--- src/design/afr_pkg.sv ---
package afr_pkg;

  localparam int unsigned PayloadDepth = 32;
  localparam int unsigned AddrW = $clog2(PayloadDepth);
  localparam int unsigned CntW = $clog2(PayloadDepth + 1);

  localparam logic [7:0] ChOpen = 8'h5B;
  localparam logic [7:0] ChClose = 8'h5D;
  localparam logic [7:0] ChVersion = 8'h30;
  localparam logic [7:0] TargetBroadcast = 8'hFF;

  localparam logic [3:0] BoardIdReset = 4'd0;
  localparam logic [15:0] FrameTimeoutReset = 16'd400;

  localparam logic RegBoardId = 1'b0;
  localparam logic RegFrameTimeout = 1'b1;

  localparam logic KindByte = 1'b0;
  localparam logic KindTick = 1'b1;

  typedef enum logic [2:0] {
    PhIdle,
    PhHeader,
    PhVersion,
    PhIdHi,
    PhCollect
  } phase_e;

  typedef enum logic [1:0] {
    RpIdle,
    RpRead,
    RpSend,
    RpMark
  } replay_e;

  typedef struct packed {
    logic            start;
    logic [CntW-1:0] length;
  } replay_req_t;

  typedef struct packed {
    logic             we;
    logic [AddrW-1:0] addr;
    logic [7:0]       data;
  } mem_wr_t;

  typedef struct packed {
    logic             re;
    logic [AddrW-1:0] addr;
  } mem_rd_t;

  // bit 4 set when the character is not a hex digit
  function automatic logic [4:0] hex_value(input logic [7:0] c);
    logic [4:0] v;
    v = 5'h10;
    if (c >= 8'h30 && c <= 8'h39) begin
      v = 5'(c - 8'h30);
    end else if (c >= 8'h61 && c <= 8'h66) begin
      v = 5'(c - 8'h61 + 8'd10);
    end else if (c >= 8'h41 && c <= 8'h46) begin
      v = 5'(c - 8'h41 + 8'd10);
    end
    return v;
  endfunction

endpackage

--- src/design/afr_payload_mem.sv ---
module afr_payload_mem
  import afr_pkg::*;
(
  input  logic       clk_i,
  input  mem_wr_t    wr_i,
  input  mem_rd_t    rd_i,
  output logic [7:0] rdata_o
);

  logic [7:0] mem_q [PayloadDepth];
  logic [7:0] rdata_q;

  always_ff @(posedge clk_i) begin
    if (wr_i.we) begin
      mem_q[wr_i.addr] <= wr_i.data;
    end
  end

  always_ff @(posedge clk_i) begin
    if (rd_i.re) begin
      rdata_q <= mem_q[rd_i.addr];
    end
  end

  assign rdata_o = rdata_q;

endmodule

--- src/design/afr_parser.sv ---
module afr_parser
  import afr_pkg::*;
(
  input  logic        clk_i,
  input  logic        rst_ni,
  input  logic        beat_i,
  input  logic        kind_i,
  input  logic [7:0]  rx_byte_i,
  input  logic [3:0]  board_id_i,
  input  logic [15:0] frame_timeout_i,
  output mem_wr_t     wr_o,
  output replay_req_t req_o
);

  phase_e phase_q, phase_d, cur_phase;
  logic [7:0] target_q, target_d;
  logic [CntW-1:0] fill_q, fill_d;
  logic [15:0] tick_q, tick_d;
  logic [15:0] stamp_q, stamp_d;
  logic byte_beat;
  logic stale;
  logic [15:0] age;
  logic [4:0] hex;
  logic [7:0] id_full;
  logic room;

  assign byte_beat = beat_i && (kind_i == KindByte);
  assign age = tick_q - stamp_q;
  assign stale = (phase_q != PhIdle) && (age > frame_timeout_i);
  assign hex = hex_value(rx_byte_i);
  assign id_full = target_q | {4'b0, hex[3:0]};
  assign room = fill_q < CntW'(PayloadDepth);

  always_comb begin
    cur_phase = phase_q;
    if (rx_byte_i == ChOpen || stale) begin
      cur_phase = PhIdle;
    end
  end

  // next state
  always_comb begin
    phase_d = phase_q;
    if (byte_beat) begin
      unique case (cur_phase)
        PhIdle: begin
          phase_d = (rx_byte_i == ChOpen) ? PhHeader : PhIdle;
        end
        PhHeader: begin
          phase_d = (rx_byte_i == ChVersion) ? PhVersion : PhIdle;
        end
        PhVersion: begin
          phase_d = hex[4] ? PhIdle : PhIdHi;
        end
        PhIdHi: begin
          phase_d = (!hex[4] && id_full == {4'b0, board_id_i}) ? PhCollect : PhIdle;
        end
        PhCollect: begin
          phase_d = (rx_byte_i == ChClose || !room) ? PhIdle : PhCollect;
        end
        default: begin
          phase_d = PhIdle;
        end
      endcase
    end
  end

  // datapath and outputs
  always_comb begin
    target_d = target_q;
    fill_d = fill_q;
    tick_d = tick_q;
    stamp_d = stamp_q;
    wr_o = '0;
    wr_o.addr = AddrW'(fill_q);
    wr_o.data = rx_byte_i;
    req_o.start = 1'b0;
    req_o.length = fill_q;
    if (beat_i && kind_i == KindTick) begin
      tick_d = tick_q + 16'd1;
    end
    if (byte_beat) begin
      unique case (cur_phase)
        PhIdle: begin
          if (rx_byte_i == ChOpen) begin
            target_d = TargetBroadcast;
            stamp_d = tick_q;
          end
        end
        PhVersion: begin
          if (!hex[4]) begin
            target_d = {hex[3:0], 4'b0};
          end
        end
        PhIdHi: begin
          if (!hex[4]) begin
            target_d = id_full;
            if (id_full == {4'b0, board_id_i}) begin
              fill_d = '0;
            end
          end
        end
        PhCollect: begin
          if (rx_byte_i == ChClose) begin
            req_o.start = 1'b1;
          end else if (room) begin
            wr_o.we = 1'b1;
            fill_d = fill_q + CntW'(1);
          end
        end
        default: begin
        end
      endcase
    end
  end

  always_ff @(posedge clk_i or negedge rst_ni) begin
    if (!rst_ni) begin
      phase_q <= PhIdle;
      target_q <= TargetBroadcast;
      fill_q <= '0;
      tick_q <= '0;
      stamp_q <= '0;
    end else begin
      phase_q <= phase_d;
      target_q <= target_d;
      fill_q <= fill_d;
      tick_q <= tick_d;
      stamp_q <= stamp_d;
    end
  end

endmodule

--- src/design/afr_replay.sv ---
module afr_replay
  import afr_pkg::*;
(
  input  logic        clk_i,
  input  logic        rst_ni,
  input  replay_req_t req_i,
  output mem_rd_t     rd_o,
  input  logic [7:0]  rdata_i,
  output logic        busy_o,
  output logic        valid_o,
  input  logic        ready_i,
  output logic [7:0]  payload_byte_o,
  output logic [4:0]  byte_index_o,
  output logic [5:0]  frame_length_o,
  output logic        is_last_o
);

  replay_e state_q, state_d;
  logic [CntW-1:0] len_q, len_d;
  logic [CntW-1:0] idx_q, idx_d;
  logic [CntW-1:0] idx_next;

  assign idx_next = idx_q + CntW'(1);

  // next state
  always_comb begin
    state_d = state_q;
    len_d = len_q;
    idx_d = idx_q;
    unique case (state_q)
      RpIdle: begin
        if (req_i.start) begin
          len_d = req_i.length;
          idx_d = '0;
          state_d = (req_i.length == '0) ? RpMark : RpRead;
        end
      end
      RpRead: begin
        state_d = RpSend;
      end
      RpSend: begin
        if (ready_i) begin
          idx_d = idx_next;
          state_d = (idx_next == len_q) ? RpMark : RpRead;
        end
      end
      RpMark: begin
        if (ready_i) begin
          state_d = RpIdle;
        end
      end
      default: begin
        state_d = RpIdle;
      end
    endcase
  end

  // outputs
  always_comb begin
    rd_o.re = 1'b0;
    rd_o.addr = AddrW'(idx_q);
    valid_o = 1'b0;
    payload_byte_o = '0;
    byte_index_o = '0;
    frame_length_o = '0;
    is_last_o = 1'b0;
    unique case (state_q)
      RpRead: begin
        rd_o.re = 1'b1;
      end
      RpSend: begin
        valid_o = 1'b1;
        payload_byte_o = rdata_i;
        byte_index_o = 5'(idx_q);
      end
      RpMark: begin
        valid_o = 1'b1;
        frame_length_o = 6'(len_q);
        is_last_o = 1'b1;
      end
      default: begin
      end
    endcase
  end

  assign busy_o = (state_q != RpIdle);

  always_ff @(posedge clk_i or negedge rst_ni) begin
    if (!rst_ni) begin
      state_q <= RpIdle;
      len_q <= '0;
      idx_q <= '0;
    end else begin
      state_q <= state_d;
      len_q <= len_d;
      idx_q <= idx_d;
    end
  end

endmodule

--- src/design/addressed_frame_receiver_unit.sv ---
// channel   dir  signals                          contents
// s_axis    in   tvalid tready tdata[7:0] tuser   rx_byte; tuser = kind (1 = tick)
// m_axis    out  tvalid tready tdata[23:0] tlast  payload_byte, byte_index, frame_length
// apb       in   psel penable pwrite paddr[2:0]   board_id at 0, frame_timeout at 4
//
// an input beat is taken whenever no frame is being replayed
// a closing bracket starts replay: each payload beat is a payload memory read,
// then present (held through any output stall), and after the last one the end marker
// s_axis_tready_o is low for the whole replay
// reset clears control state only; the payload memory is not cleared
module addressed_frame_receiver_unit
  import afr_pkg::*;
(
  input  logic        clk_i,
  input  logic        rst_ni,
  input  logic        s_axis_tvalid_i,
  output logic        s_axis_tready_o,
  input  logic [7:0]  s_axis_tdata_i,   // rx_byte
  input  logic        s_axis_tuser_i,   // kind
  output logic        m_axis_tvalid_o,
  input  logic        m_axis_tready_i,
  output logic [23:0] m_axis_tdata_o,   // payload_byte, byte_index, frame_length, zero fill
  output logic        m_axis_tlast_o,   // is_last
  input  logic        psel_i,
  input  logic        penable_i,
  input  logic        pwrite_i,
  input  logic [2:0]  paddr_i,
  input  logic [31:0] pwdata_i,
  output logic [31:0] prdata_o,
  output logic        pready_o
);

  logic [3:0] board_id_q;
  logic [15:0] frame_timeout_q;
  logic cfg_wr;
  logic beat;
  logic busy;
  mem_wr_t mem_wr;
  mem_rd_t mem_rd;
  logic [7:0] mem_rdata;
  replay_req_t req;
  logic [7:0] payload_byte;
  logic [4:0] byte_index;
  logic [5:0] frame_length;

  assign pready_o = 1'b1;
  assign cfg_wr = psel_i && penable_i && pwrite_i;

  always_ff @(posedge clk_i or negedge rst_ni) begin
    if (!rst_ni) begin
      board_id_q <= BoardIdReset;
      frame_timeout_q <= FrameTimeoutReset;
    end else if (cfg_wr) begin
      unique case (paddr_i[2])
        RegBoardId: board_id_q <= pwdata_i[3:0];
        RegFrameTimeout: frame_timeout_q <= pwdata_i[15:0];
        default: begin
        end
      endcase
    end
  end

  always_comb begin
    unique case (paddr_i[2])
      RegBoardId: prdata_o = {28'b0, board_id_q};
      RegFrameTimeout: prdata_o = {16'b0, frame_timeout_q};
      default: prdata_o = '0;
    endcase
  end

  assign s_axis_tready_o = !busy;
  assign beat = s_axis_tvalid_i && !busy;

  afr_parser u_parser (
    .clk_i          (clk_i),
    .rst_ni         (rst_ni),
    .beat_i         (beat),
    .kind_i         (s_axis_tuser_i),
    .rx_byte_i      (s_axis_tdata_i),
    .board_id_i     (board_id_q),
    .frame_timeout_i(frame_timeout_q),
    .wr_o           (mem_wr),
    .req_o          (req)
  );

  afr_payload_mem u_mem (
    .clk_i  (clk_i),
    .wr_i   (mem_wr),
    .rd_i   (mem_rd),
    .rdata_o(mem_rdata)
  );

  afr_replay u_replay (
    .clk_i         (clk_i),
    .rst_ni        (rst_ni),
    .req_i         (req),
    .rd_o          (mem_rd),
    .rdata_i       (mem_rdata),
    .busy_o        (busy),
    .valid_o       (m_axis_tvalid_o),
    .ready_i       (m_axis_tready_i),
    .payload_byte_o(payload_byte),
    .byte_index_o  (byte_index),
    .frame_length_o(frame_length),
    .is_last_o     (m_axis_tlast_o)
  );

  assign m_axis_tdata_o = {5'b0, frame_length, byte_index, payload_byte};

endmodule

--- config.mk ---
export PLATFORM = sky130hd
export DESIGN_NAME = addressed_frame_receiver_unit
export DESIGN_NICKNAME = d
export VERILOG_FILES = /design/src/design/afr_pkg.sv /design/src/design/afr_payload_mem.sv /design/src/design/afr_parser.sv /design/src/design/afr_replay.sv /design/src/design/addressed_frame_receiver_unit.sv
export SDC_FILE = /design/constraint.sdc
export NUM_CORES = 1
export LEC_CHECK = 0
export BUFFER_PORTS_ARGS = -buffer_cell sky130_fd_sc_hd__clkbuf_2
export CAP_MARGIN = 10
export CORE_UTILIZATION = 55
export CTS_CLUSTER_SIZE = 25
export DETAILED_ROUTE_END_ITERATION = 7
export GPL_TIMING_DRIVEN = 0
export PLACE_DENSITY = 0.77
export SETUP_SLACK_MARGIN = 0.4
export SYNTH_ARGS = -nofsm -noshare
export SYNTH_HDL_FRONTEND = slang
export SYNTH_HIERARCHICAL = 1
export SYNTH_SLANG_ARGS = --single-unit
export TNS_END_PERCENT = 10
--- constraint.sdc ---
create_clock -name clk_i -period 4.9 [get_ports clk_i]
set_input_delay 0.735 -clock clk_i [delete_from_list [all_inputs] [get_ports clk_i]]
set_output_delay 0.735 -clock clk_i [all_outputs]
set_load 0.02 [all_outputs]
==> summary.md <==
| Metric | Value |
|---|---|
| Crit path DAT | 4.97 ns |
| Post-Syn Area | 15,900 um2 |
| Cts hold-fix bufs | 0 |
| Syn Area/Cell | 15.7 um2 |
| LEAKAGE | 0.00717 uW |
| Vias after detailed routing | 9,303 |
| Clock Sink Count | 347 |
| Initial Util | 56.6% |
| Hold Path Class | primary input to async pin |
| # diodes | 0 |
| Layout cells sized above 1 | 36.2% |
| CTS Buffer Depth | 3 |
| Top_reg_cell synth | edfxtp_1 |
| Worst R2R Start | u_parser/stamp_q[1] |
| Core Util, Final | 67.5% |
| Synth area leaders | edfxtp_1 50%, dfrtp_1 11%, mux4_2 11% |
| Most instantiated cells after synthesis | 264 x edfxtp_1, 80 x mux4_2, 72 x dfrtp_1 |
| Clock Tree Root | clkbuf_16 |
| Die height | 172 um |
| Mapped Cells | 1,013 |
| Reg2Reg Depth | 21 |
| Largest net degree at the start of global routing | 53 |
| Post-route DRC violation count | 0 |
| Total Power | 8770 uW |
| Type of origin of the critical path | flop |
| Placer congestion estimate | 0.857 |
| Int Power | 6150 uW |
| WL final | 35,300 um |
| IO Pins | 111 |
| Initial antenna violation count | 0 |
| Critical Path Sink Type | flop |
| Psw | 2630 uW |
| Slew HR | 28.3% |
| Min Clock Period, post-route | 4.74 ns |
| H-Tree Depth | 2 |
| Vias in the first global route | 9,212 |
| Sequential fraction of the synthesis area | 63.1% |
| Rows | 61 |
| Clk pin slew, worst setup/hold paths | 0.06 ns |
| Required @ worst endpoint | 5.14 ns |
| # port buffers | 69 |
| Final Skew | 0.0151 ns |
| Count of cell types in the netlist | 78 |
| Clock network power share | 30.5% |
| Area leader, netlist | edfxtp_1 |
| Worst Path Max Fanout | 8 |
| Grt total ovfl | 0 |
| Initial DRC count | 833 |
| Crit path kind | flop to flop |
| RR Endpoint | u_mem/mem_q[4][4] |
| Reg2reg setup slack | 0.16 ns |
| Fmax | 211 MHz |
| Cts bufs inserted | 35 |
| Post-route ant nets | 0 |
| EDFF count, synth | 264 |
| Most common cell in the synthesized netlist | edfxtp_1 |
| Pwr per Cell Area | 463 nW/um2 |
| Die X | 172 um |
| Sequential power share | 39.8% |
| Final #Nets | 1,284 |
| Initial DRT Pass Iterations | 6 |
| Post-synth ARST share | 23.9% |
| First-pass GRT wire length | 53,800 um |
| Unrepaired setup endpoints after global routing | true |
| Total core area | 28,100 um2 |
| DP HPWL | 21,900 um |
| Total GRT Usage | 24.6% |
| Area share of the largest cell type after synthesis | 49.9% |
| Setup Viol. Count Final | 0 |
| Max-cap violations | 0 |
| Later-pin clock latency in the skew report | 0.53 ns |
| Max Slew Vio Count | 0 |
| Comb pwr share | 29.7% |
| Vias per cell | 5.81 |
| Warnings, synthesis | 6 |
| WL/cell | 22.1 um |
| CTS tree | done |
| Synthesized flop and latch total | 347 |
| Final Hold Viols | 0 |
| Die area | 29,600 um2 |
| Status | finished clean |
| Period utilization | 96.7% |
| Area Overhead vs Synth | 19.4% |
| VDD IR max | 298 uV |
| Net Sw Frac | 29.9% |
| Actual slew at the worst max-slew pin | 1.07 ns |
[area by class of cell]
type | instances | area [um2]
Multi-Input combinational cell | 567 | 5660
Timing Repair Buffer | 125 | 975
Clock buffer | 48 | 945
Buffer | 77 | 532
Tap cell | 378 | 473
Inverter | 42 | 158
Clock inverter | 16 | 193
Fill cell | 1874 | 9130
Sequential cell | 347 | 10000
[per-layer routing]
| metal | share of wire (%) | track usage (%) | wire length (um) | up-vias |
|---|---|---|---|---|
| met5 | 0 | 0 | 0 | - |
| met4 | 2.6 | 7.89 | 920 | 0 |
| met1 | 42 | 33.7 | 14900 | 4710 |
| met3 | 5.1 | 3.18 | 1810 | 58 |
| met2 | 50 | 41.3 | 17600 | 364 |
| li1 | - | - | - | 4171 |
[power by group through the flow]
stage	Clock [uW]	Combinational (uW)	Sequential, uW
3_3_place_gp	0	2340	3540
6_report	2670	2610	3490
3_5_place_dp	0	2400	3550
5_1_grt	2820	2780	3510
2_1_floorplan	0	1800	3500
4_1_cts	2690	2560	3480
[through the flow]
stage | cells | cell area, um2 | hold WS, ns | TNS [ns] | setup WS (ns)
after floorplan | 1033 | 16100 | 0.439 | 0 | 0.258
after global routing | 1600 | 19000 | 0.214 | -0.0858 | -0.0115
after detailed placement | 1481 | 16900 | 0.495 | -265.70 | -1.21
final | 1600 | 19000 | 0.185 | 0 | 0.160
after CTS | 1590 | 18800 | 0.188 | 0 | 0.00327
after global placement | 1480 | 16900 | 0.491 | -235.66 | -1.09
[kinds of logic after synthesis]
kind of cell    after synthesis  synth area share, %
buf+inv                     119                 4.18
mux                         123                 14.6
simple gates                240                 8.11
compound gates              101                 4.56
xor+xnor                     43                 2.37
flops                       347                 63.1
fa+ha+maj                    38                 3.04
other cells                   2               0.0473
[registers in the layout, indices dropped and copies added, names as in the netlist, 8 cells and up]
signal / cells
u_mem/mem_q: 256
frame_timeout_q: 16
u_parser/tick_q: 16
u_mem/rdata_o: 8
u_parser/stamp_q: 16
u_parser/target_q: 8
[worst max-delay path, cell delays in order, from the launching register on]
cell and delay (ns):
dfrtp_1 0.39, inv_2 0.08, ha_4 0.19, nor2b_4 0.12, o31a_1 0.26, o31a_1 0.29
or3_1 0.38, a21oi_2 0.15, xnor2_1 0.10, ha_1 0.30, buf_4 0.11, nand4_1 0.10
buf_4 0.18, nor4_4 0.32, nor2_4 0.09, a211oi_4 0.25, and2_4 0.17, buf_6 0.10
or3b_4 0.38, clkbuf_16 0.20, nor2_4 0.16, buf_12 0.15
[cells in the final DEF, fill, tap and decap left out, drive strengths merged, types with 13 or more instances in the layout]
cell	instances
edfxtp	264
clkbuf	133
buf	116
mux4	80
dfrtp	72
nor2	66
inv	45
nand2	44
mux2	42
ha	37
xnor2	33
and2	28
o21ai	26
conb	22
nand3	20
a21oi	20
and3	15
nor3	13
[how the worst max path moves through the flow]
| stage | to | cells past startpoint | slack (ns) | from |
|---|---|---|---|---|
| 2_1_floorplan | u_mem/mem_q[24][0] | 18 | 0.26 | u_parser/tick_q[1] |
| 3_3_place_gp | u_mem/mem_q[5][5] | 20 | -1.09 | u_parser/tick_q[0] |
| 3_5_place_dp | u_mem/mem_q[5][1] | 20 | -1.21 | u_parser/tick_q[0] |
| 4_1_cts | u_mem/mem_q[16][7] | 21 | 0.003 | u_parser/stamp_q[1] |
| 5_1_grt | u_mem/mem_q[16][0] | 22 | -0.01 | u_parser/tick_q[1] |
| 6_report | u_mem/mem_q[4][4] | 21 | 0.16 | u_parser/stamp_q[1] |
[timing repair]
| action | 4_1_cts | 5_1_grt |
|---|---|---|
| buffers inserted | 45 | 10 |
| endpoints found under the setup margin | 286 | 286 |
| pin swaps | 34 | 27 |
| resized for setup | 68 | 10 |
Power figures use the tool's default switching activity.
